--- src/rtl/core/art_pkg.sv ---
// Shared types and constants for the allocation reference tracker.
package art_pkg;

  // Fixed field widths
  localparam int ADDR_W  = 48;
  localparam int LEN_W   = 32;
  localparam int THR_W   = 4;
  localparam int REFS_W  = 4;
  localparam int TOTAL_W = 7;
  localparam int MODE_W  = 3;
  localparam int STAT_W  = 3;

  localparam logic [THR_W-1:0] THR_RESET = 4'd1;

  // Request modes
  localparam logic [MODE_W-1:0] MODE_RECORD     = 3'd0;
  localparam logic [MODE_W-1:0] MODE_RELEASE    = 3'd1;
  localparam logic [MODE_W-1:0] MODE_SCAN_BEGIN = 3'd2;
  localparam logic [MODE_W-1:0] MODE_SCAN_WORD  = 3'd3;
  localparam logic [MODE_W-1:0] MODE_REPORT     = 3'd4;

  // Result status codes
  localparam logic [STAT_W-1:0] STATUS_DONE     = 3'd0;
  localparam logic [STAT_W-1:0] STATUS_OVERLAP  = 3'd1;
  localparam logic [STAT_W-1:0] STATUS_FULL     = 3'd2;
  localparam logic [STAT_W-1:0] STATUS_NO_MATCH = 3'd3;
  localparam logic [STAT_W-1:0] STATUS_STOPPED  = 3'd4;

  typedef struct packed {
    logic [MODE_W-1:0] mode;
    logic [ADDR_W-1:0] address;
    logic [LEN_W-1:0]  length;
  } in_t;

  typedef struct packed {
    logic [STAT_W-1:0]  status;
    logic               entry_present;
    logic [ADDR_W-1:0]  entry_base;
    logic [LEN_W-1:0]   entry_length;
    logic               leak_flag;
    logic [TOTAL_W-1:0] leak_total;
    logic               last;
  } out_t;

  typedef enum logic [1:0] {
    ST_IDLE,
    ST_EXEC,
    ST_REPORT
  } state_t;

  // Controller to datapath
  typedef struct packed {
    logic load;         // capture the incoming request
    logic exec;         // apply the held request
    logic report_step;  // emit the next report entry
  } cmd_t;

  // Datapath to controller
  typedef struct packed {
    logic has_result;    // executing the held request yields one result
    logic report_begin;  // report request with at least one live entry
    logic report_last;   // current report entry is the final one
  } stat_t;

endpackage

--- src/rtl/core/art_ctrl.sv ---
// Request sequencing state machine and result valid register of the tracker.
module art_ctrl (
  input  logic           clk,
  input  logic           rst,
  input  logic           in_valid,
  output logic           in_stall,
  output logic           out_valid,
  input  logic           out_stall,
  input  art_pkg::stat_t stat,
  output art_pkg::cmd_t  cmd
);

  art_pkg::state_t state;
  art_pkg::state_t state_next;
  logic            out_free;
  logic            emit;
  logic            out_valid_next;

  // Result register can take a new result this cycle
  assign out_free = !out_valid || !out_stall;

  // Next state
  always_comb begin
    state_next = state;
    unique case (state)
      art_pkg::ST_IDLE: begin
        if (in_valid) state_next = art_pkg::ST_EXEC;
      end
      art_pkg::ST_EXEC: begin
        if (out_free)
          state_next = stat.report_begin ? art_pkg::ST_REPORT : art_pkg::ST_IDLE;
      end
      art_pkg::ST_REPORT: begin
        if (out_free && stat.report_last) state_next = art_pkg::ST_IDLE;
      end
      default: state_next = art_pkg::ST_IDLE;
    endcase
  end

  // Outputs
  always_comb begin
    cmd      = '0;
    in_stall = 1'b1;
    unique case (state)
      art_pkg::ST_IDLE: begin
        in_stall = 1'b0;
        cmd.load = in_valid;
      end
      art_pkg::ST_EXEC:   cmd.exec        = out_free;
      art_pkg::ST_REPORT: cmd.report_step = out_free;
      default: ;
    endcase
  end

  assign emit           = (cmd.exec && stat.has_result) || cmd.report_step;
  assign out_valid_next = (out_valid && out_stall) || emit;

  always_ff @(posedge clk) begin
    if (rst) begin
      state     <= art_pkg::ST_IDLE;
      out_valid <= 1'b0;
    end else begin
      state     <= state_next;
      out_valid <= out_valid_next;
    end
  end

  // A waiting result is never overwritten
  a_no_overwrite: assert property (@(posedge clk) disable iff (rst)
    (out_valid && out_stall) |-> !emit)
    else $error("result register overwritten while stalled");

  // Requests are taken only when no request is in progress
  a_accept_idle: assert property (@(posedge clk) disable iff (rst)
    cmd.load |=> (state == art_pkg::ST_EXEC))
    else $error("accepted request did not enter execution");

  // Report walk is entered only from execution
  a_report_entry: assert property (@(posedge clk) disable iff (rst)
    $rose(state == art_pkg::ST_REPORT) |-> ($past(state) == art_pkg::ST_EXEC))
    else $error("report walk entered from wrong state");

endmodule

--- config.mk ---
export PLATFORM = sky130hd
export DESIGN_NAME = art_ctrl
export DESIGN_NICKNAME = d
export VERILOG_FILES = /design/src/rtl/core/art_pkg.sv /design/src/rtl/core/art_ctrl.sv
export SDC_FILE = /design/constraint.sdc
export NUM_CORES = 1
export LEC_CHECK = 0
export ABC_AREA = 1
export BUFFER_PORTS_ARGS = -buffer_cell sky130_fd_sc_hd__buf_4
export CAP_MARGIN = 25
export CORE_AREA = 2 2 39 41
export CTS_CLUSTER_SIZE = 24
export DETAILED_ROUTE_END_ITERATION = 6
export DIE_AREA = 0 0 41 43
export GPL_ROUTABILITY_DRIVEN = 0
export SYNTH_ARGS = -nofsm -noshare
export SYNTH_HDL_FRONTEND = slang
export SYNTH_SLANG_ARGS = --single-unit
--- constraint.sdc ---
create_clock -name clk -period 1.2 [get_ports clk]
set_clock_uncertainty 0.1 [all_clocks]
set_input_delay 0.06 -clock clk [delete_from_list [all_inputs] [get_ports clk]]
set_output_delay 0.06 -clock clk [all_outputs]
set_load 0.005 [all_outputs]
==> results of run 1 <==
-- registers in the layout, indices dropped and copies added (netlist names) --
signal	flops
state	2
out_valid	1
-- worst paths after layout --
kind         depth (start not counted)                     to                  start  slack [ns]
max                                  4                 cmd[0]   out_valid$_SDFF_PP0_        0.08
min                                  3  state[0]$_SDFFE_PP0P_               in_valid        0.01
max reg2reg                          5  state[1]$_SDFFE_PP0P_  state[0]$_SDFFE_PP0P_        0.26
min reg2reg                          3   out_valid$_SDFF_PP0_  state[1]$_SDFFE_PP0P_        0.48
-- timing repair --
item,in CTS,in global routing
setup endpoints to repair,0,2
hold buffers,2,0
resized for setup,0,4
hold endpoints to repair,2,0
-- cell type report --
| type | instances | share of cell area |
|---|---|---|
| Tap cell | 16 | 0.0604 |
| Timing Repair Buffer | 13 | 0.309 |
| Sequential cell | 3 | 0.189 |
| Multi-Input combinational cell | 19 | 0.272 |
| Inverter | 8 | 0.0906 |
| Clock buffer | 4 | 0.0792 |
-- per-layer routing --
| layer | share of wire | vias to the layer above | track usage |
|---|---|---|---|
| li1 | - | 123 | - |
| met1 | 0.43 | 87 | 0.0675 |
| met2 | 0.43 | 9 | 0.0594 |
| met3 | 0.14 | 0 | 0.0471 |
| met4 | 0 | 0 | 0.0600 |
| met5 | 0 | - | 0 |
-- cell families (layout without fill, tap and decap cells) --
logic type	after synthesis	in the layout
flops	3	3
compound gates	2	2
simple gates	17	17
buf+inv	8	25
-- where the power goes --
part	total, mW	switching (mW)	internal, mW	leakage (nW)
combinational	0.0652	0.0261	0.0391	0.142
clock	0.173	0.0486	0.124	0.0150
sequential	0.111	0.00497	0.106	0.0253
total	0.349	0.0796	0.269	0.183
-- layout by cell type (no fill, tap or decap) --
| cell type | n |
|---|---|
| dlygate4sd3_1 | 2 |
| nor3_2 | 1 |
| inv_2 | 2 |
| inv_1 | 6 |
| nor2_1 | 2 |
| nor2_2 | 3 |
| clkbuf_4 | 3 |
| buf_4 | 11 |
| clkbuf_1 | 1 |
| nand2_1 | 9 |
| a21oi_1 | 2 |
| dfxtp_2 | 2 |
| nand3_1 | 1 |
| dfxtp_1 | 1 |
| nor3_1 | 1 |
-- worst min-delay path: stages --
cell and delay [ns]:
buf_4 0.11, nand2_1 0.07, a21oi_1 0.06
==> results.txt, run 1 <==
----------------------------------------------------
[Status]
  Result of the run ... completed

[Placement]
  Total of buffers placed on input and output ports ... 11
  Post-placement worst setup slack ... 0.217 ns
  Post-placement cell area ... 275 sq um
  Cell count after placement ... 57
  DP HPWL ... 364 microns

[Layout]
  Fraction of final layout cells with drive strength greater than 1 ... 0.468
  Area overhead of the layout relative to synthesis ... 92.0%
  ANT cells ... 0
  Fin nets ... 55
  Register area ... 62.6 sq um
  Area occupied by multi-input gates ... 90.1 sq um
  Utilization of the core after routing ... 0.240
  Final std cell area, no fill ... 332 sq um
  Filler cells ... 172
  Count of placed standard cells in the final layout, fillers left out ... 63

[STA]
  Worst hold slack across all endpoints ... 0.0137 ns
  Hold Violations, Final ... 0
  Maximum operating frequency ... 894 MHz
  Final slew viol count ... 0
  Relative slew slack ... 0.895
  Setup TNS ... 0 ns
  Period utilisation layout ... 0.932
  Setup repair after global routing missed its margin ... false
  Transition time at the pin with the least slew margin ... 0.156 ns
  Setup-failing EPs final ... 0
  Post-layout minimum cycle time ... 1.12 ns
  Final WS setup ... 0.0812 ns

[Synth]
  Share of Yosys cell area claimed by the top area cell type ... 0.348
  Most frequent cell after synthesis ... nand2_1
  Adder-cell share of the synthesized area ... 0
  Gate Count Post-Synth ... 30
  Synth Flop Type ... dfxtp_1
  EDFF count, synth ... 0
  Largest area contributor in the synthesized netlist ... dfxtp_1
  Synth Warn # ... 0
  FF+latch count, synth ... 3
  Fraction of the mapped netlist area in simple logic gates ... 0.420
  Mean cell area of the mapped netlist ... 5.76 sq um
  Multiplexer share of the synthesized area ... 0
  Share of flip-flops with an asynchronous set or reset after synthesis ... 0
  Share of the yosys chip area belonging to registers ... 0.348
  Number of nets in the synthesized netlist ... 37
  Most area-consuming cells after synthesis ... dfxtp_1 35%, nand2_1 20%, inv_1 13%
  Post-synthesis instance area ... 173 sq um
  Post-Synth XOR/XNOR Area ... 0
  Netlist cell types ... 9
  Most instantiated cells after synthesis ... 9 x nand2_1, 6 x inv_1, 3 x dfxtp_1, 3 x nor2_1
  Combinational family with the most area after synthesis ... simple AND/OR/NAND/NOR gates
  Synth Area in Compound Gates ... 0.0580

[Critical path]
  Highest-delay cell along the critical path ... dfxtp_1
  Crit start category ... register
  Endpoint class of the critical path ... primary output
  WP data required ... 1.04 ns
  Worst setup path category ... register to primary output
  Crit path buffers/inverters ... 2
  Stage delay of the slowest cell on the critical path ... 0.30 ns
  Cell family with most CP delay ... flip-flops
  Ordered cell list for the critical path ... nand2_1 -> inv_1 -> nor3_1 -> buf_4
  Arrival time of the worst setup path ... 0.96 ns
  Highest net fanout along the worst path ... 4

[Pwr]
  Leakage ... 0.183 nW
  Peak supply drop ... 0.434 mV
  Power per cell area ... 1050 nW/um^2
  Power after layout ... 0.349 mW

[Route]
  Drt via density ... 3.48
  Final wirelength ... 435 microns
  Number of antenna-violating nets in the routed design ... 0
  Detailed Routing Iterations Pass 1 ... 4
  Number of DRC markers after the initial detailed-route iteration ... 10
  Remaining design rule violation count ... 0
  Vias ... 219
  Post-DR wirelength/cell ... 6.90 microns

[Clock network]
  Post-CTS Setup Bufs ... 0
  Cell chosen for the clock root ... clkbuf_4
  Clock tree from TritonCTS ... built
  Deepest level of the CTS H-tree ... 1
  Clock transition at the registers of the reported paths ... 0.04 ns
  Worst-skew pair later-pin latency ... 0.23 ns
  Total CTS buffers ... 3
  Clk sinks ... 3
  Maximum buffer depth of the clock tree ... 2

[Global route]
  Largest net degree at the start of global routing ... 5
  Number of antenna violations at the first check in global routing ... 0
  Global-route wire length before repair ... 621 microns
  Via count of the first global-routing pass ... 171
  Total track usage ... 0.0582
  Remaining Overflow, GRT ... 0

[Floorplanning]
  Initial core utilization ... 0.125
  IO Pins ... 12
  Chip Width ... 41 microns
  Die Height ... 43 microns
  Area of the die ... 1760 sq um
  Row count ... 14
  Area of the core region ... 1380 sq um

[Worst hold path]
  Classification of the worst-slack hold path ... input port to register

[Flow run]
  Max cap viols ... 0

----------------------------------------------------
No activity file was read; power rests on OpenSTA's default activity.
==> run 2: changes to the inputs <==
--- a/config.mk
+++ b/config.mk
@@ -6,12 +6,12 @@
 export NUM_CORES = 1
 export LEC_CHECK = 0
 export ABC_AREA = 1
-export BUFFER_PORTS_ARGS = -buffer_cell sky130_fd_sc_hd__buf_4
 export CAP_MARGIN = 25
 export CORE_AREA = 2 2 39 41
 export CTS_CLUSTER_SIZE = 24
 export DETAILED_ROUTE_END_ITERATION = 6
 export DIE_AREA = 0 0 41 43
+export DONT_BUFFER_PORTS = 1
 export GPL_ROUTABILITY_DRIVEN = 0
 export SYNTH_ARGS = -nofsm -noshare
 export SYNTH_HDL_FRONTEND = slang
==> results.txt, run 2 (synthesis gave the netlist of run 1 again) <==
----------------------------------------------------
[Critical path]
  WP data required ... 1.04 ns (about the same)
  Stage delay of the slowest cell on the critical path ... 0.33 ns (+0.03 ns)
  Arrival time of the worst setup path ... 0.95 ns (about the same)
  Reg-to-reg setup timing slack ... 0.24 ns (-0.02 ns)
  Ordered cell list for the critical path ... nor2_1 -> nand2_1 -> inv_1
  Cell family with most CP delay ... flip-flops
  Highest-delay cell along the critical path ... dfxtp_1
  Reg2Reg Launch Point ... state[0]$_SDFFE_PP0P_
  Crit start category ... register
  Highest net fanout along the worst path ... 4 (unchanged)
  FF-to-FF End ... state[1]$_SDFFE_PP0P_
  Crit. path cell count ... 3 (-1)
  Logic depth of the worst register-to-register path ... 5 (unchanged)
  Endpoint class of the critical path ... primary output
  Worst setup path category ... register to primary output
  Crit path buffers/inverters ... 1 (-1)

[Global route]
  Largest net degree at the start of global routing ... 5 (unchanged)
  Remaining Overflow, GRT ... 0 (unchanged)
  Total track usage ... 0.0631 (+0.00483)
  Via count of the first global-routing pass ... 189 (+11%)
  Number of antenna violations at the first check in global routing ... 0 (unchanged)
  Global-route wire length before repair ... 627 microns (+0.97%)

[STA]
  Transition time at the pin with the least slew margin ... 0.237 ns (+0.0815 ns)
  Period utilisation layout ... 0.928 (-0.00397)
  Relative slew slack ... 0.841 (-0.0548)
  Post-layout minimum cycle time ... 1.11 ns (-0.00476 ns)
  Worst hold slack across all endpoints ... 0.0476 ns (+0.0339 ns)
  Setup TNS ... 0 ns (unchanged)
  Final WS setup ... 0.0859 ns (+0.00476 ns)
  Setup repair after global routing missed its margin ... false
  Maximum operating frequency ... 898 MHz (+0.43%)
  Final slew viol count ... 0 (unchanged)
  Setup-failing EPs final ... 0 (unchanged)
  Hold Violations, Final ... 0 (unchanged)

[Route]
  Post-DR wirelength/cell ... 7.96 microns (+15%)
  Number of antenna-violating nets in the routed design ... 0 (unchanged)
  Drt via density ... 3.53 (+1.5%)
  Vias ... 194 (-11%)
  Final wirelength ... 438 microns (+0.69%)
  Detailed Routing Iterations Pass 1 ... 2 (-2)
  Number of DRC markers after the initial detailed-route iteration ... 1 (-9)
  Remaining design rule violation count ... 0 (unchanged)

[Layout]
  Leading cell types in the layout, fill and taps excluded ... 9 x nand2_1, 6 x inv_1, 5 x dlygate4sd3_1
  Filler cells ... 165 (-4.1%)
  Fraction of final layout cells with drive strength greater than 1 ... 0.179 (-0.289)
  Fin nets ... 47 (-15%)
  ANT cells ... 0 (unchanged)
  Area overhead of the layout relative to synthesis ... 55.8%
  Count of placed standard cells in the final layout, fillers left out ... 55 (-13%)
  Largest Register ... state
  Utilization of the core after routing ... 0.194 (-0.0452)
  Number of flip-flops under the largest register name ... 2 (unchanged)
  Final std cell area, no fill ... 269 sq um (-19%)
  Leading cell type in the layout, fill and taps excluded ... nand2_1
  Biggest registers after layout ... state x2, out_valid x1

[Clock network]
  Hold-fix buffers, CTS ... 5 (+3)
  Worst-skew pair later-pin latency ... 0.23 ns (about the same)
  Total CTS buffers ... 3 (unchanged)
  Post-CTS Resized ... 0 (unchanged)
  Clock transition at the registers of the reported paths ... 0.04 ns (about the same)
  Clock tree from TritonCTS ... built
  Post-CTS Setup Bufs ... 0 (unchanged)
  Cell chosen for the clock root ... clkbuf_4
  Deepest level of the CTS H-tree ... 1 (unchanged)
  Maximum buffer depth of the clock tree ... 2 (unchanged)
  Clk sinks ... 3 (unchanged)

[Pwr]
  Power after layout ... 0.327 mW (-6.2%)
  Leakage ... 0.138 nW (-25%)
  Power per cell area ... 1220 nW/um^2 (+16%)
  Peak supply drop ... 0.196 mV (-55%)

[Floorplanning]
  IO Pins ... 12 (unchanged)
  Chip Width ... 41 microns (unchanged)
  Initial core utilization ... 0.125 (unchanged)
  Area of the die ... 1760 sq um (unchanged)
  Die Height ... 43 microns (unchanged)
  Row count ... 14 (unchanged)
  Area of the core region ... 1380 sq um (unchanged)

[Placement]
  Post-placement worst setup slack ... 0.236 ns (+0.0184 ns)
  Post-placement cell area ... 193 sq um (-30%)
  Total of buffers placed on input and output ports ... 0 (-11)
  Cell count after placement ... 46 (-19%)
  DP HPWL ... 349 microns (-4.1%)

[Worst hold path]
  Startpoint of the worst hold path ... out_stall
  Classification of the worst-slack hold path ... input port to register
  Worst Hold End ... state[1]$_SDFFE_PP0P_
  Count of cells along the worst hold path ... 6 (+3)

[Status]
  Result of the run ... completed

[Flow run]
  Max cap viols ... 0 (unchanged)

----------------------------------------------------
==> run 2: cell count changes in the layout (fill, tap and decap cells not counted), sizes merged <==
| cell | change |
|---|---|
| buf | -11 |
| dlygate4sd3 | +3 |
==> run 2: worst reg2reg max path: stages (launching register included) <==
cell     delay, ns
dfxtp_1       0.37
inv_2         0.05
nor2_2        0.12
nand2_1       0.09
nand3_1       0.08
nor2_2        0.04
==> run 2: worst max path at each step <==
stage | start | endpoint | slack [ns]
CTS | state[1]$_SDFFE_PP0P_ | cmd[2] | 0.06
floorplan | state[0]$_SDFFE_PP0P_ | state[1]$_SDFFE_PP0P_ | 0.31
detailed placement | state[0]$_SDFFE_PP0P_ | state[1]$_SDFFE_PP0P_ | 0.24
finish | state[1]$_SDFFE_PP0P_ | cmd[2] | 0.09
global placement | out_valid$_SDFF_PP0_ | state[1]$_SDFFE_PP0P_ | 0.24
global route | state[1]$_SDFFE_PP0P_ | cmd[2] | 0.01
==> run 2: power by group <==
part | switching (mW) | leakage, nW | internal [mW]
Combinational | 0.0226 | 0.0982 | 0.0208
Sequential | 0.00440 | 0.0245 | 0.105
Clock | 0.0497 | 0.0150 | 0.124
==> run 2: area by class of cell <==
type / instances / area [sq um] / area share
clock buffer: 4 / 26.3 / 0.0977
inverter: 8 / 30.0 / 0.112
multi-input combinational: 19 / 82.6 / 0.307
sequential: 3 / 60.1 / 0.223
tap: 16 / 20.0 / 0.0744
timing repair buffer: 5 / 50.0 / 0.186
==> run 2: per-layer routing <==
metal / part of all wire / up-vias / track usage
li1: - / 107 / -
met1: 0.44 / 78 / 0.0510
met2: 0.45 / 9 / 0.0781
met3: 0.11 / 0 / 0.0524
met4: 0 / 0 / 0.0800
met5: 0 / - / 0
